`config.mk`:
```
export PLATFORM = sky130hd
export DESIGN_NAME = lpcce_ctrl
export DESIGN_NICKNAME = d
export VERILOG_FILES = /design/src/rtl/core/lpcce_pkg.sv /design/src/rtl/core/lpcce_ctrl.sv
export SDC_FILE = /design/constraint.sdc
export NUM_CORES = 1
export LEC_CHECK = 0
export BUFFER_PORTS_ARGS = -buffer_cell sky130_fd_sc_hd__buf_2
export CAP_MARGIN = 25
export CORE_MARGIN = 3
export CORE_UTILIZATION = 55
export DETAILED_ROUTE_END_ITERATION = 10
export PLACE_DENSITY = 0.8
export SLEW_MARGIN = 40
export SYNTH_ARGS = -nofsm -noshare
export SYNTH_HDL_FRONTEND = slang
export SYNTH_SLANG_ARGS = --single-unit
```
`constraint.sdc`:
```
create_clock -name clock -period 2.6 [get_ports clock]
set_input_delay 0.26 -clock clock [delete_from_list [all_inputs] [get_ports clock]]
set_output_delay 0.26 -clock clock [all_outputs]
set_load 0.01 [all_outputs]
```
`src/rtl/core/lpcce_pkg.sv`:
```
`timescale 1ns / 1ps
// ----------------------------------------------------------------------------
// lpcce_pkg
// Shared types and fixed-point constants of the lpc coefficient estimator.
// ----------------------------------------------------------------------------
package lpcce_pkg;

   localparam int QBITS       = 24;   // fraction bits of the solve
   localparam int R_W         = 26;   // normalized lag, reflection, error
   localparam int COEF_W      = 40;   // coefficient in the solve, +-2^38
   localparam int ACC_W       = 64;   // numerator accumulator, +-2^62
   localparam int PROD_W      = 66;   // full coefficient by lag product
   localparam int MUL_LO_W    = 20;   // low slice of the split multiply
   localparam int DIV_STEPS   = 25;   // quotient bits of the divider
   localparam int DIV_W       = 50;   // divider remainder
   localparam int ORDER_W     = 5;
   localparam int INDEX_W     = 4;
   localparam int OUT_W       = 32;
   localparam int OUT_SHIFT   = 4;    // solve format to output format
   localparam logic [ORDER_W-1:0] ORDER_RESET = 5'd10;

   typedef enum logic [4:0] {
      ST_IDLE,
      ST_CHECK,
      ST_NORM,
      ST_RWRITE,
      ST_ITER,
      ST_ACC_INIT,
      ST_N_RD,
      ST_N_MUL,
      ST_N_PROD,
      ST_N_ACC,
      ST_DIV_START,
      ST_DIV_STEP,
      ST_DIV_END,
      ST_U_RD,
      ST_U_MUL,
      ST_U_PROD,
      ST_U_WR,
      ST_C_RD,
      ST_C_WR,
      ST_K_WR,
      ST_E_MUL1,
      ST_E_PROD1,
      ST_E_K2,
      ST_E_MUL2,
      ST_E_PROD2,
      ST_E_ERR,
      ST_O_RD,
      ST_O_LOAD,
      ST_O_WAIT
   } state_type;

   typedef enum logic [1:0] {
      MUL_AR,   // coefficient by lag
      MUL_KA,   // coefficient by reflection
      MUL_KK,   // reflection squared
      MUL_EK    // error by squared reflection
   } mul_sel_type;

   typedef enum logic [1:0] {
      WD_ZERO,
      WD_UPD,
      WD_COPY,
      WD_K
   } wd_sel_type;

   typedef struct packed {
      logic        accum;
      logic        clear;
      logic        norm_load;
      logic        norm_step;
      logic        err_init;
      logic        r_we;
      logic        a_we;
      logic        acc_init;
      logic        acc_sub;
      logic        div_start;
      logic        div_step;
      logic        k_load;
      logic        k2_load;
      logic        err_upd;
      logic        rsp_load;
      logic        sing;
      mul_sel_type mul_sel;
      wd_sel_type  wd_sel;
   } cmd_type;

   typedef struct packed {
      logic energy_zero;
      logic norm_done;
      logic err_zero;
   } status_type;

endpackage

```
`src/rtl/core/lpcce_ctrl.sv`:
```
`timescale 1ns / 1ps
// ----------------------------------------------------------------------------
// lpcce_ctrl
// Sequencer for frame intake, normalization, levinson-durbin iterations
// and coefficient output; also holds the order register.
// ----------------------------------------------------------------------------
module lpcce_ctrl #(
   parameter int MAX_ORDER = 16
) (
   input  logic                                clock,
   input  logic                                reset,
   input  logic                                req_valid,
   input  logic                                req_frame_end,
   output logic                                req_ready,
   input  logic                                csr_valid,
   input  logic [lpcce_pkg::ORDER_W-1:0]       csr_order,
   output logic                                csr_ready,
   output logic                                rsp_valid,
   input  logic                                rsp_ready,
   output logic [lpcce_pkg::INDEX_W-1:0]       rsp_coeff_index,
   output logic                                rsp_last_coeff,
   output logic                                rsp_singular,
   output lpcce_pkg::cmd_type                  cmd,
   input  lpcce_pkg::status_type               status,
   output logic [$clog2(MAX_ORDER+1)-1:0]      r_index,
   output logic [$clog2(MAX_ORDER+1)-1:0]      r_raddr,
   output logic [$clog2(2*MAX_ORDER)-1:0]      a_raddr,
   output logic [$clog2(2*MAX_ORDER)-1:0]      a_waddr
);
   import lpcce_pkg::*;

   localparam int IW   = $clog2(MAX_ORDER + 2);
   localparam int XW   = IW + 2;
   localparam int RAW  = $clog2(MAX_ORDER + 1);
   localparam int AAW  = $clog2(2 * MAX_ORDER);
   localparam int DCW  = $clog2(DIV_STEPS);

   state_type          state_ff, state_in;
   logic [ORDER_W-1:0] order_ff;
   logic [IW-1:0]      i_ff, i_in;
   logic [IW-1:0]      j_ff, j_in;
   logic [IW-1:0]      oi_ff, oi_in;
   logic [RAW-1:0]     n_ff, n_in;
   logic [DCW-1:0]     cnt_ff, cnt_in;
   logic               sing_ff, sing_in;
   logic [IW-1:0]      p;

   always_comb begin
      if (order_ff == '0) begin
         p = IW'(1);
      end else if (int'(order_ff) > MAX_ORDER) begin
         p = IW'(MAX_ORDER);
      end else begin
         p = IW'(order_ff);
      end
   end

   always_ff @(posedge clock) begin
      if (reset) begin
         state_ff <= ST_IDLE;
         order_ff <= ORDER_RESET;
         i_ff     <= '0;
         j_ff     <= '0;
         oi_ff    <= '0;
         n_ff     <= '0;
         cnt_ff   <= '0;
         sing_ff  <= 1'b0;
      end else begin
         state_ff <= state_in;
         if (csr_valid) begin
            order_ff <= csr_order;
         end
         i_ff    <= i_in;
         j_ff    <= j_in;
         oi_ff   <= oi_in;
         n_ff    <= n_in;
         cnt_ff  <= cnt_in;
         sing_ff <= sing_in;
      end
   end

   logic last_j;
   assign last_j = (j_ff == i_ff - IW'(1));

   always_comb begin
      state_in  = state_ff;
      i_in      = i_ff;
      j_in      = j_ff;
      oi_in     = oi_ff;
      n_in      = n_ff;
      cnt_in    = cnt_ff;
      sing_in   = sing_ff;
      cmd       = '0;
      cmd.mul_sel = MUL_AR;
      cmd.wd_sel  = WD_ZERO;
      cmd.sing    = sing_ff;
      req_ready = 1'b0;
      rsp_valid = 1'b0;
      r_raddr   = '0;
      a_raddr   = '0;
      a_waddr   = '0;

      unique case (state_ff)
         ST_IDLE: begin
            req_ready = 1'b1;
            if (req_valid) begin
               cmd.accum = 1'b1;
               if (req_frame_end) begin
                  state_in = ST_CHECK;
               end
            end
         end
         ST_CHECK: begin
            oi_in = '0;
            if (status.energy_zero) begin
               sing_in  = 1'b1;
               state_in = ST_O_RD;
            end else begin
               sing_in       = 1'b0;
               cmd.norm_load = 1'b1;
               state_in      = ST_NORM;
            end
         end
         ST_NORM: begin
            if (status.norm_done) begin
               cmd.err_init = 1'b1;
               n_in         = '0;
               state_in     = ST_RWRITE;
            end else begin
               cmd.norm_step = 1'b1;
            end
         end
         ST_RWRITE: begin
            cmd.r_we   = 1'b1;
            cmd.a_we   = (int'(n_ff) < MAX_ORDER);
            cmd.wd_sel = WD_ZERO;
            a_waddr    = AAW'(XW'(n_ff));
            if (int'(n_ff) == MAX_ORDER) begin
               i_in     = IW'(1);
               state_in = ST_ITER;
            end else begin
               n_in = n_ff + RAW'(1);
            end
         end
         ST_ITER: begin
            r_raddr = RAW'(i_ff);
            if ((i_ff > p) || status.err_zero) begin
               oi_in    = '0;
               state_in = ST_O_RD;
            end else begin
               state_in = ST_ACC_INIT;
            end
         end
         ST_ACC_INIT: begin
            cmd.acc_init = 1'b1;
            j_in         = IW'(1);
            state_in     = (i_ff == IW'(1)) ? ST_DIV_START : ST_N_RD;
         end
         ST_N_RD: begin
            a_raddr  = AAW'(XW'(j_ff) - XW'(1));
            r_raddr  = RAW'(XW'(i_ff) - XW'(j_ff));
            state_in = ST_N_MUL;
         end
         ST_N_MUL: begin
            cmd.mul_sel = MUL_AR;
            state_in    = ST_N_PROD;
         end
         ST_N_PROD: begin
            state_in = ST_N_ACC;
         end
         ST_N_ACC: begin
            cmd.acc_sub = 1'b1;
            if (last_j) begin
               state_in = ST_DIV_START;
            end else begin
               j_in     = j_ff + IW'(1);
               state_in = ST_N_RD;
            end
         end
         ST_DIV_START: begin
            cmd.div_start = 1'b1;
            cnt_in        = '0;
            state_in      = ST_DIV_STEP;
         end
         ST_DIV_STEP: begin
            cmd.div_step = 1'b1;
            if (int'(cnt_ff) == DIV_STEPS - 1) begin
               state_in = ST_DIV_END;
            end else begin
               cnt_in = cnt_ff + DCW'(1);
            end
         end
         ST_DIV_END: begin
            cmd.k_load = 1'b1;
            j_in       = IW'(1);
            state_in   = (i_ff == IW'(1)) ? ST_K_WR : ST_U_RD;
         end
         ST_U_RD: begin
            a_raddr  = AAW'(XW'(i_ff) - XW'(j_ff) - XW'(1));
            state_in = ST_U_MUL;
         end
         ST_U_MUL: begin
            cmd.mul_sel = MUL_KA;
            a_raddr     = AAW'(XW'(j_ff) - XW'(1));
            state_in    = ST_U_PROD;
         end
         ST_U_PROD: begin
            a_raddr  = AAW'(XW'(j_ff) - XW'(1));
            state_in = ST_U_WR;
         end
         ST_U_WR: begin
            cmd.a_we   = 1'b1;
            cmd.wd_sel = WD_UPD;
            a_waddr    = AAW'(XW'(MAX_ORDER) + XW'(j_ff) - XW'(1));
            if (last_j) begin
               j_in     = IW'(1);
               state_in = ST_C_RD;
            end else begin
               j_in     = j_ff + IW'(1);
               state_in = ST_U_RD;
            end
         end
         ST_C_RD: begin
            a_raddr  = AAW'(XW'(MAX_ORDER) + XW'(j_ff) - XW'(1));
            state_in = ST_C_WR;
         end
         ST_C_WR: begin
            cmd.a_we   = 1'b1;
            cmd.wd_sel = WD_COPY;
            a_waddr    = AAW'(XW'(j_ff) - XW'(1));
            if (last_j) begin
               state_in = ST_K_WR;
            end else begin
               j_in     = j_ff + IW'(1);
               state_in = ST_C_RD;
            end
         end
         ST_K_WR: begin
            cmd.a_we   = 1'b1;
            cmd.wd_sel = WD_K;
            a_waddr    = AAW'(XW'(i_ff) - XW'(1));
            state_in   = ST_E_MUL1;
         end
         ST_E_MUL1: begin
            cmd.mul_sel = MUL_KK;
            state_in    = ST_E_PROD1;
         end
         ST_E_PROD1: begin
            state_in = ST_E_K2;
         end
         ST_E_K2: begin
            cmd.k2_load = 1'b1;
            state_in    = ST_E_MUL2;
         end
         ST_E_MUL2: begin
            cmd.mul_sel = MUL_EK;
            state_in    = ST_E_PROD2;
         end
         ST_E_PROD2: begin
            state_in = ST_E_ERR;
         end
         ST_E_ERR: begin
            cmd.err_upd = 1'b1;
            i_in        = i_ff + IW'(1);
            state_in    = ST_ITER;
         end
         ST_O_RD: begin
            a_raddr  = AAW'(XW'(oi_ff));
            state_in = ST_O_LOAD;
         end
         ST_O_LOAD: begin
            cmd.rsp_load = 1'b1;
            state_in     = ST_O_WAIT;
         end
         ST_O_WAIT: begin
            rsp_valid = 1'b1;
            if (rsp_ready) begin
               if (oi_ff == p - IW'(1)) begin
                  cmd.clear = 1'b1;
                  state_in  = ST_IDLE;
               end else begin
                  oi_in    = oi_ff + IW'(1);
                  state_in = ST_O_RD;
               end
            end
         end
         default: begin
            state_in = ST_IDLE;
         end
      endcase
   end

   assign r_index         = n_ff;
   assign csr_ready       = 1'b1;
   assign rsp_coeff_index = INDEX_W'(oi_ff);
   assign rsp_last_coeff  = (oi_ff == p - IW'(1));
   assign rsp_singular    = sing_ff;

endmodule

```
==> results of run 1 <==
[worst max-delay path, delay by kind of cell (launching register included)]
kind            cells  cell delay (ps)
compound gates      1               90
xor+xnor            2              430
fa+ha+maj           1              190
buf+inv             2              270
flops               1              360
simple gates        4              720
[final timing paths]
path | to | slack, ps | cells past startpoint
worst max register to register | state_ff[3] | 130 | 11
worst min register to register | cnt_ff[1] | 510 | 2
worst min-delay path | order_ff[3] | 190 | 3
worst max-delay path | cmd[18] | -7 | 10
[Yosys cell counts (5+ instances only)]
library cell	n	area share [%]
a311oi_1	6	1.6
xnor2_1	16	4.2
nor3_1	23	3.5
nor2b_1	7	1.3
nand4_1	6	1.1
xor2_1	8	2.1
clkbuf_1	6	0.68
or3_1	7	1.3
buf_4	6	1.4
nor3_2	5	1.5
dfxtp_1	36	22
o221ai_1	6	1.6
o21ai_0	18	2.7
a21oi_1	19	2.9
and3_1	7	1.3
a211oi_1	9	2.0
ha_1	21	8.0
nand3_1	12	1.8
nor2_1	43	4.9
buf_2	10	1.5
nand2b_1	11	2.1
mux2i_1	16	4.9
nand2_1	43	4.9
inv_1	26	3.0
[final cells by class]
class / count / area share, %
tap: 72 / 2.26
multi-input combinational: 345 / 62.3
sequential: 36 / 18.6
timing repair buffer: 84 / 12.0
inverter: 27 / 2.60
clock buffer: 8 / 2.26
[cells in the final DEF (no fill, tap or decap), drive strengths merged, types with 2 or more instances in the layout]
cell type and count:
or4b 2, nand4 6, o211ai 2, xor2 8
a311oi 6, inv 26, ha 21, clkbuf 8
a211oi 9, a21oi 19, a21o 4, and2 4
a2bb2oi 2, dfxtp 36, or3 7, nor2b 7
a21boi 2, a41oi 2, o32ai 2, nand2b 11
o31ai 4, o22ai 2, mux2i 16, o21a 2
a22oi 4, and3 7, o21ai 18, nor2 44
nor4 3, xnor2 16, a221oi 2, nand2 43
nand3 13, a31oi 4, nor3 29, buf 84
o221ai 6
[metal layers]
layer	up-vias	global-route usage, %	wire [microns]
met5	-	0	0
met3	34	4.05	723
met4	0	8.92	238
li1	1699	-	-
met2	176	48.3	5060
met1	1688	38.0	4290
[metrics by stage]
step           hold slack [ps]  setup TNS, ps  cell area [sq um]  utilization [%]  power, uW
2_1_floorplan              389              0               3300                -       1190
3_3_place_gp               483              0               3680             65.2       1420
3_5_place_dp               490          -2.74               3680             65.2       1430
4_1_cts                    191          -16.9               3830             67.9       1850
5_1_grt                    188           -149               3990             70.7       2040
6_report                   191          -6.83               3990             70.7       1930
[timing repair]
| item | 4_1_cts | 5_1_grt |
|---|---|---|
| buffers inserted | 3 | 4 |
| resized for setup | 18 | 29 |
| hold endpoints to repair | 0 | 0 |
| cloned | 0 | 0 |
| setup endpoints to repair | 6 | 7 |
| pin swaps | 4 | 9 |
[state kept, by name, indices dropped and copies added (netlist names)]
| register | flops |
|---|---|
| i_ff | 5 |
| oi_ff | 5 |
| cnt_ff | 5 |
| rsp_singular | 1 |
| order_ff | 5 |
| r_index | 5 |
| j_ff | 5 |
| state_ff | 5 |
[kinds of logic after synthesis]
group	count (synthesis)	share of synthesized area, %
and+or+nand+nor	184	29.0
AOI/OAI and AO/OA	96	20.6
buffers and inverters	52	7.20
DFF	36	21.8
xor gates and xnor gates	26	7.77
adders and majority gates	22	8.57
muxes	16	4.85
other	1	0.114
[power by group through the flow]
stage,Combinational [uW],Sequential (uW),Clock (uW)
5_1_grt,956,633,453
3_5_place_dp,786,641,0
6_report,880,630,420
3_3_place_gp,780,638,0
2_1_floorplan,577,615,0
4_1_cts,803,627,424
==> results.py, run 1 <==
metrics = {
    "critical_path": {
        "cp-end-kind": "output port",
        "timing_worst_setup_path_type": "flop to output port",
        "cp-startpoint": "order_ff[2]",
        "slowest_stage": "dfxtp_4",
        "critPathMaxStageDelay_ps": 360,
        "cp_cell_sequence": "nor3_2, o21ai_2, ha_2, buf_4, xnor2_2, xnor2_1, nand2_2, nor3_4, and3_1, buf_2",
        "crit_required_ps": 2340,
        "cp.arrival_ps": 2350,
        "path_max_fanout": 5,
        "r2r_start": "order_ff[2]",
        "startpoint_type": "flop",
    },
    "clocking": {
        "cts_inserted_buffers": 5,
        "clkSinkCount": 36,
        "clockBufferDepth": 2,
        "clk_latency_ps": 290,
        "hold_buffers": 0,
        "cts_tree": "built",
        "clockRootBuffer": "clkbuf_8",
        "clk_pin_slew_worst_paths_ps": 70,
        "htreeDepth": 2,
    },
    "global_route": {
        "grt_pass1_vias": 3403,
        "antenna_found_initial": 0,
        "track_usage_pct": 28.7,
        "grt_max_degree": 28,
        "grt_first_pass_wirelength_microns": 16700,
        "overflow": 0,
    },
    "finish": {
        "n_antenna_cell": 0,
        "register_area_sq_um": 743,
        "nets": 535,
        "area_delta_synth_final_pct": 21.0,
        "drive_above_1_share_pct": 27.4,
        "multi_input_area_sq_um": 2490,
        "fillCellCount": 444,
        "stdcell_count": 572,
    },
    "sta": {
        "tightestPinTransition_ps": 668,
        "fin_ws_ps": -6.83,
        "setup_violations": 1,
        "finalHoldViolations": 0,
        "max_freq_ghz": 0.384,
        "layout_min_cycle_time_ps": 2610,
        "slew_headroom_pct": 55.2,
        "finalMaxSlewViolations": 0,
        "fin_crit_sh_pct": 100,
        "fin_worst_skew_ps": 6.40,
    },
    "power_and_ir_drop": {
        "clock_power_share_pct": 21.7,
        "power_density_nw_per_um2": 484,
        "ir_worst_vdd_v": 0.000396,
        "switching_power_uw": 787,
        "seq_power_share_pct": 32.7,
        "power.share.switching_pct": 40.8,
        "p_leak_uw": 0.00170,
        "p_int_uw": 1140,
        "p_comb_share_pct": 45.6,
    },
    "synthesis": {
        "ys_seq_area_share_pct": 21.8,
        "synth_seq_cells": 36,
        "synth-edff-count": 0,
        "netlist_instances": 433,
        "post_synth.cell_area_avg_sq_um": 7.62,
        "synth_ff_type": "dfxtp_1",
        "yosysUniqueCellTypes": 67,
        "ys_warn_count": 0,
        "synth_nets": 469,
        "syn_area_sq_um": 3300,
        "async_reset_ff_share_pct": 0,
    },
    "run_status": {
        "status": "finished with violations",
        "violations": "negative setup slack",
    },
    "place": {
        "post-place-cells": 557,
        "hpwlAfterDp_microns": 7460,
        "pre_cts_ws_ps": -2.74,
        "gp_congestion": 1.01,
        "port_buffers": 61,
    },
    "floorplanning": {
        "core_sq_um": 5640,
        "rows": 27,
        "ioPinCount": 63,
        "die-height_microns": 83.5,
        "start_util_pct": 58.5,
        "dieWidth_microns": 83.5,
        "fp.dieArea_sq_um": 6960,
    },
    "detailed_routing": {
        "vias_per_cell": 6.29,
        "first_iter_violations": 363,
        "route.detailed.drc": 0,
        "ant_nets": 0,
        "totalWireLength_microns": 10300,
        "first_pass_iters": 5,
        "wl_per_cell_microns": 18.0,
        "vias": 3597,
    },
    "hold_path": {
        "worstHoldStart": "csr_order[3]",
        "hp-class": "primary input to flop",
    },
    "job": {
        "max_cap_viol_count": 0,
    },
}
Note: power is estimated with default switching activity, not from simulation.
==> run 2: changes to the inputs <==
--- a/config.mk
+++ b/config.mk
@@ -5,6 +5,7 @@
 export SDC_FILE = /design/constraint.sdc
 export NUM_CORES = 1
 export LEC_CHECK = 0
+export ABC_AREA = 1
 export BUFFER_PORTS_ARGS = -buffer_cell sky130_fd_sc_hd__buf_2
 export CAP_MARGIN = 25
 export CORE_MARGIN = 3
==> run 2 against run 1 <==
- the flow now finishes without violations
- wire length down 2.0%
- register-to-register slack lost 30 ps
- total power up 8.4%
- combinational power up 6.7%
- worst hold slack got worse by 1.0 ps
- final area is 0.60% lower
- clock power rose by 19%
- via count up 4.9%
- critical path type unchanged
- largest cell class unchanged
- highest routed layer unchanged
==> results.py, run 2 <==
metrics = {
    "power_and_ir_drop": {
        "clock_power_share_pct": 23.9,
        "p_int_uw": 1230,
        "power_density_nw_per_um2": 528,
        "power.share.switching_pct": 41.1,
        "p_comb_share_pct": 44.9,
        "switching_power_uw": 860,
        "ir_worst_vdd_v": 0.000283,
        "p_leak_uw": 0.00213,
        "seq_power_share_pct": 31.3,
    },
    "synthesis": {
        "synth_compound_area_share_pct": 14.8,
        "syn_area_sq_um": 3280,
        "yosys.area.top_type_share_pct": 22.0,
        "ys_warn_count": 0,
        "synth.area.top_cells": "dfxtp_1 22%, nand2_1 15%, inv_1 8.1%, ha_1 8.0%, nand3_1 5.8%",
        "synth_xor_area_share_pct": 5.61,
        "synth_top_family_by_area": "simple AND/OR/NAND/NOR gates",
        "post_synth.cell_area_avg_sq_um": 6.29,
        "synth_seq_cells": 36,
        "ys_seq_area_share_pct": 22.0,
        "yosys.area_share.simple_pct": 36.8,
        "synth_nets": 557,
        "netlist_instances": 521,
        "synth_area_leader_cell": "dfxtp_1",
        "synth_ff_type": "dfxtp_1",
        "synth_commonest_cells": "127 x nand2_1, 71 x inv_1, 47 x nor2_1, 38 x nand3_1, 36 x dfxtp_1",
        "synth-edff-count": 0,
        "synth.most_common_cell": "nand2_1",
        "yosys.area_share.adder_pct": 8.63,
        "async_reset_ff_share_pct": 0,
        "yosysUniqueCellTypes": 43,
        "synthMuxAreaShare_pct": 0.305,
    },
    "critical_path": {
        "r2r_start": "order_ff[2]",
        "crit_required_ps": 2340,
        "rr_endpoint": "oi_ff[1]",
        "startpoint_type": "flop",
        "r2r_slack_ps": 100,
        "timing_worst_setup_path_type": "flop to output port",
        "path_max_fanout": 4,
        "worst-r2r-cell-count": 17,
        "cp-end-kind": "output port",
        "cp.arrival_ps": 2330,
    },
    "sta": {
        "finalMaxSlewViolations": 0,
        "hold_slack_ps": 190,
        "setup_violations": 0,
        "rsz0062_at_grt": "yes",
        "fin_worst_skew_ps": 3.69,
        "layout_min_cycle_time_ps": 2590,
        "max_freq_ghz": 0.387,
        "setup-tns-final_ps": 0,
        "slew_headroom_pct": 63.2,
        "tightestPinTransition_ps": 552,
        "fin_crit_sh_pct": 99.5,
        "finalHoldViolations": 0,
    },
    "run_status": {
        "status": "completed",
    },
    "floorplanning": {
        "die-height_microns": 83.2,
        "core_sq_um": 5640,
        "fp.dieArea_sq_um": 6920,
        "start_util_pct": 58.1,
        "ioPinCount": 63,
        "dieWidth_microns": 83.2,
        "rows": 27,
    },
    "clocking": {
        "cts_tree": "built",
        "clockRootBuffer": "clkbuf_8",
        "hold_buffers": 0,
        "clk_latency_ps": 290,
        "clockBufferDepth": 2,
        "clk_pin_slew_worst_paths_ps": 80,
        "htreeDepth": 2,
        "cts_inserted_buffers": 5,
        "clkSinkCount": 36,
    },
    "finish": {
        "stdcell_count": 666,
        "n_antenna_cell": 0,
        "area_delta_synth_final_pct": 21.0,
        "mostFrequentLayoutCell": "nand2_1",
        "mostFrequentLayoutCells": "124 x nand2_1, 66 x inv_1, 61 x buf_2",
        "final_core_util_pct": 70.3,
        "final_area_sq_um": 3970,
        "drive_above_1_share_pct": 25.4,
        "nets": 629,
    },
    "global_route": {
        "antenna_found_initial": 0,
        "track_usage_pct": 27.2,
        "grt_first_pass_wirelength_microns": 15800,
        "grt_max_degree": 18,
        "grt_pass1_vias": 3360,
        "overflow": 0,
    },
    "place": {
        "place_area_sq_um": 3670,
        "port_buffers": 61,
        "hpwlAfterDp_microns": 7750,
        "post-place-cells": 651,
        "gp_congestion": 0.918,
    },
    "detailed_routing": {
        "wl_met1_microns": 4360,
        "vias": 3773,
        "wl_met3_microns": 830,
        "route.detailed.drc": 0,
        "totalWireLength_microns": 10100,
        "ant_nets": 0,
        "dr_wl_met2_microns": 4670,
        "wl_per_cell_microns": 15.2,
        "vias_per_cell": 5.67,
        "first_pass_iters": 5,
        "highest_layer": "met4",
        "first_iter_violations": 256,
    },
    "hold_path": {
        "min_to": "order_ff[0]",
        "worstHoldStart": "csr_order[0]",
        "holdPathStages": 3,
        "hp-class": "primary input to flop",
    },
    "job": {
        "max_cap_viol_count": 0,
    },
}
## run 2: changes by cell type in the layout (fill, tap and decap cells not counted), moves of 10 or more
cell      change
nor3_1       -10
nand2_1      +82
inv_1        +45
a21oi_1      +16
mux2i_1      -15
inv_2        +12
nand2b_1     -11
nand3_1      +24
## run 2: power by group through the flow
stage | combinational, uW | clock, uW | sequential [uW]
after floorplan | 615 | 0 | 653
after global placement | 829 | 0 | 661
after detailed placement | 836 | 0 | 662
after CTS | 871 | 509 | 652
after global routing | 1040 | 523 | 660
final | 939 | 500 | 655
## run 2: area by class of cell
| class | count | area, sq um |
|---|---|---|
| clock buffers | 6 | 72.6 |
| well taps | 72 | 90.1 |
| inverters | 83 | 314 |
| clock inverters | 2 | 35.0 |
| flip-flops and latches | 36 | 731 |
| multi-input cells | 389 | 2290 |
| repair buffers | 78 | 433 |
| fillers | 467 | 1670 |
## run 2: repair_timing
| action | in CTS | in global routing |
|---|---|---|
| cloned | 0 | 0 |
| gates resized for setup | 17 | 26 |
| setup endpoints to repair | 3 | 5 |
| pin swaps | 7 | 16 |
| setup buffers | 2 | 5 |
## run 2: worst max path at each step
stage,startpoint,end,slack [ps]
after floorplan,order_ff[2],cmd[18],300
after global placement,order_ff[2],cmd[18],190
after detailed placement,order_ff[2],cmd[18],140
after CTS,order_ff[0],cmd[18],0.9
after global routing,order_ff[2],cmd[18],-110
final,order_ff[2],cmd[18],10
## run 2: layer usage
| metal | GRT usage, % | vias up |
|---|---|---|
| met3 | 4.56 | 30 |
| li1 | - | 1854 |
| met1 | 37.8 | 1705 |
| met4 | 8.17 | 0 |
| met5 | 0 | - |
| met2 | 43.0 | 184 |
## run 2: kinds of logic (layout without fill, tap and decap cells)
logic type,count (synthesis),after routing
mux,1,1
fa+ha+maj,22,22
buf+inv,96,169
compound gates,81,81
flops,36,36
xor+xnor,21,21
simple gates,263,263
other cells,1,1
## run 2: critical path, stage by stage, from the launching register on
cell	delay, ps
dfxtp_4	370
nor2_4	140
nand2_2	80
a21boi_2	190
inv_2	70
ha_4	170
or2_4	240
nand3_2	80
nand3_2	70
nor2_2	120
nand3_2	120
inv_2	110
nand2_4	60
nor2_2	90
buf_2	130
## run 2: stage by stage
stage | worst slack, ps | total power (uW)
2_1_floorplan | 300 | 1270
3_3_place_gp | 191 | 1490
3_5_place_dp | 140 | 1500
4_1_cts | 0.947 | 2030
5_1_grt | -111 | 2220
6_report | 13.1 | 2090
==> run 3: changes to the inputs <==
--- a/config.mk
+++ b/config.mk
@@ -9,9 +9,9 @@
 export BUFFER_PORTS_ARGS = -buffer_cell sky130_fd_sc_hd__buf_2
 export CAP_MARGIN = 25
 export CORE_MARGIN = 3
-export CORE_UTILIZATION = 55
+export CORE_UTILIZATION = 40
 export DETAILED_ROUTE_END_ITERATION = 10
-export PLACE_DENSITY = 0.8
+export PLACE_DENSITY = 0.62
 export SLEW_MARGIN = 40
 export SYNTH_ARGS = -nofsm -noshare
 export SYNTH_HDL_FRONTEND = slang
==> run 3 against run 2 <==
- clock-buffer cell count did not move
- sequential cell count did not move
- maximum frequency rose by 2.7%
- non-clock buffer count fell by 1
- total power fell by 6.5%
- sequential share of layout area rose by 0.21 points
- clock skew rose by 7.2 ps
- final area fell by 0.60%
- worst hold slack got worse by 23 ps
- critical endpoint unchanged
- wire length rose by 2.4%
- combinational power fell by 3.8%
- critical path depth did not move
==> results.py, run 3 (synthesized netlist as in run 2, its figures left out) <==
metrics = {
    "sta": {
        "slew_headroom_pct": 61.4,
        "layout_min_cycle_time_ps": 2520,
        "hold_slack_ps": 167,
        "tightestPinTransition_ps": 578,
        "rsz0062_at_grt": "yes",
        "fin_worst_skew_ps": 10.9,
        "finalHoldViolations": 0,
        "setup-tns-final_ps": 0,
        "finalMaxSlewViolations": 0,
        "setup_violations": 0,
        "max_freq_ghz": 0.397,
        "fin_crit_sh_pct": 96.9,
    },
    "finish": {
        "n_antenna_cell": 0,
        "stdcell_count": 694,
        "mostFrequentLayoutCell": "nand2_1",
        "mostFrequentLayoutCells": "125 x nand2_1, 67 x inv_1, 61 x buf_2",
        "final_area_sq_um": 3940,
        "area_delta_synth_final_pct": 20.3,
        "drive_above_1_share_pct": 24.2,
        "nets": 628,
    },
    "detailed_routing": {
        "ant_nets": 0,
        "totalWireLength_microns": 10400,
        "route.detailed.drc": 0,
        "first_iter_violations": 240,
        "first_pass_iters": 5,
        "vias": 3731,
        "wl_per_cell_microns": 14.9,
        "vias_per_cell": 5.38,
    },
    "critical_path": {
        "timing_worst_setup_path_type": "flop to output port",
        "cp-end-kind": "output port",
        "crit_required_ps": 2340,
        "cp.arrival_ps": 2260,
        "startpoint_type": "flop",
        "path_max_fanout": 5,
    },
    "place": {
        "port_buffers": 61,
        "post-place-cells": 679,
        "hpwlAfterDp_microns": 8020,
        "place_area_sq_um": 3700,
        "gp_congestion": 0.888,
    },
    "floorplanning": {
        "die-height_microns": 96.5,
        "fp.dieArea_sq_um": 9320,
        "dieWidth_microns": 96.5,
        "rows": 32,
        "start_util_pct": 41.8,
        "ioPinCount": 63,
        "core_sq_um": 7850,
    },
    "global_route": {
        "track_usage_pct": 22.4,
        "overflow": 0,
        "grt_pass1_vias": 3405,
        "grt_max_degree": 18,
        "antenna_found_initial": 0,
        "grt_first_pass_wirelength_microns": 16400,
    },
    "clocking": {
        "clk_latency_ps": 300,
        "cts_tree": "built",
        "clockRootBuffer": "clkbuf_8",
        "cts_inserted_buffers": 5,
        "clk_pin_slew_worst_paths_ps": 80,
        "clkSinkCount": 36,
        "htreeDepth": 2,
        "clockBufferDepth": 2,
    },
    "job": {
        "max_cap_viol_count": 0,
    },
    "hold_path": {
        "hp-class": "primary input to flop",
    },
    "power_and_ir_drop": {
        "ir_worst_vdd_v": 0.000186,
        "power_density_nw_per_um2": 496,
        "p_leak_uw": 0.00210,
    },
    "run_status": {
        "status": "completed",
    },
}
## run 3: metal layers
layer | share of wire, % | GRT usage [%]
met2 | 46 | 36.0
met1 | 46 | 30.8
met5 | 0 | 0
met3 | 6.2 | 4.42
met4 | 1.5 | 5.26
## run 3: where the power goes
| group | switching, uW | internal, uW |
|---|---|---|
| clock | 218 | 183 |
| combinational | 571 | 333 |
| sequential | 61.6 | 592 |
| total | 850 | 1110 |
## run 3: area by class of cell
class / instances / area (sq um)
Clock buffer: 6 / 72.6
Clock inverter: 1 / 5.00
Fill cell: 825 / 3900
Inverter: 83 / 312
Multi-Input combinational cell: 389 / 2270
Sequential cell: 36 / 734
Tap cell: 102 / 128
Timing Repair Buffer: 77 / 425
## run 3: worst paths after layout
check / startpoint / endpoint / slack [ps] / cells after the start
setup reg to reg: order_ff[2] / oi_ff[1] / 260 / 16
hold reg to reg: cnt_ff[0] / cnt_ff[0] / 510 / 2
setup / recovery: order_ff[2] / cmd[18] / 80 / 14
hold / removal: csr_order[3] / order_ff[3] / 170 / 3
## run 3: critical path: stages, from the launching register on
cell and delay [ps]:
dfxtp_4 370, nor2_4 150, nand3_2 100, nand2_2 100, inv_1 100, ha_4 180
or2_4 250, nand3_2 80, nand3_2 80, nor2_2 120, nand3_2 90, inv_2 90
nand2_4 70, nor2_2 70, buf_2 130
## run 3: stage by stage
| stage | util [%] | setup WS, ps | power [uW] |
|---|---|---|---|
| 6_report | 50.3 | 80.2 | 1960 |
| 5_1_grt | 50.3 | -54.5 | 2110 |
| 3_5_place_dp | 47.1 | 62.7 | 1500 |
| 4_1_cts | 49.3 | 5.36 | 1940 |
| 2_1_floorplan | - | 300 | 1270 |
| 3_3_place_gp | 47.1 | 192 | 1490 |
## run 3: repair_timing
action / CTS / global route
gates resized for setup: 16 / 20
buffers inserted: 7 / 1
pin swaps: 10 / 5
hold buffers: 0 / 0
setup endpoints to repair: 4 / 4
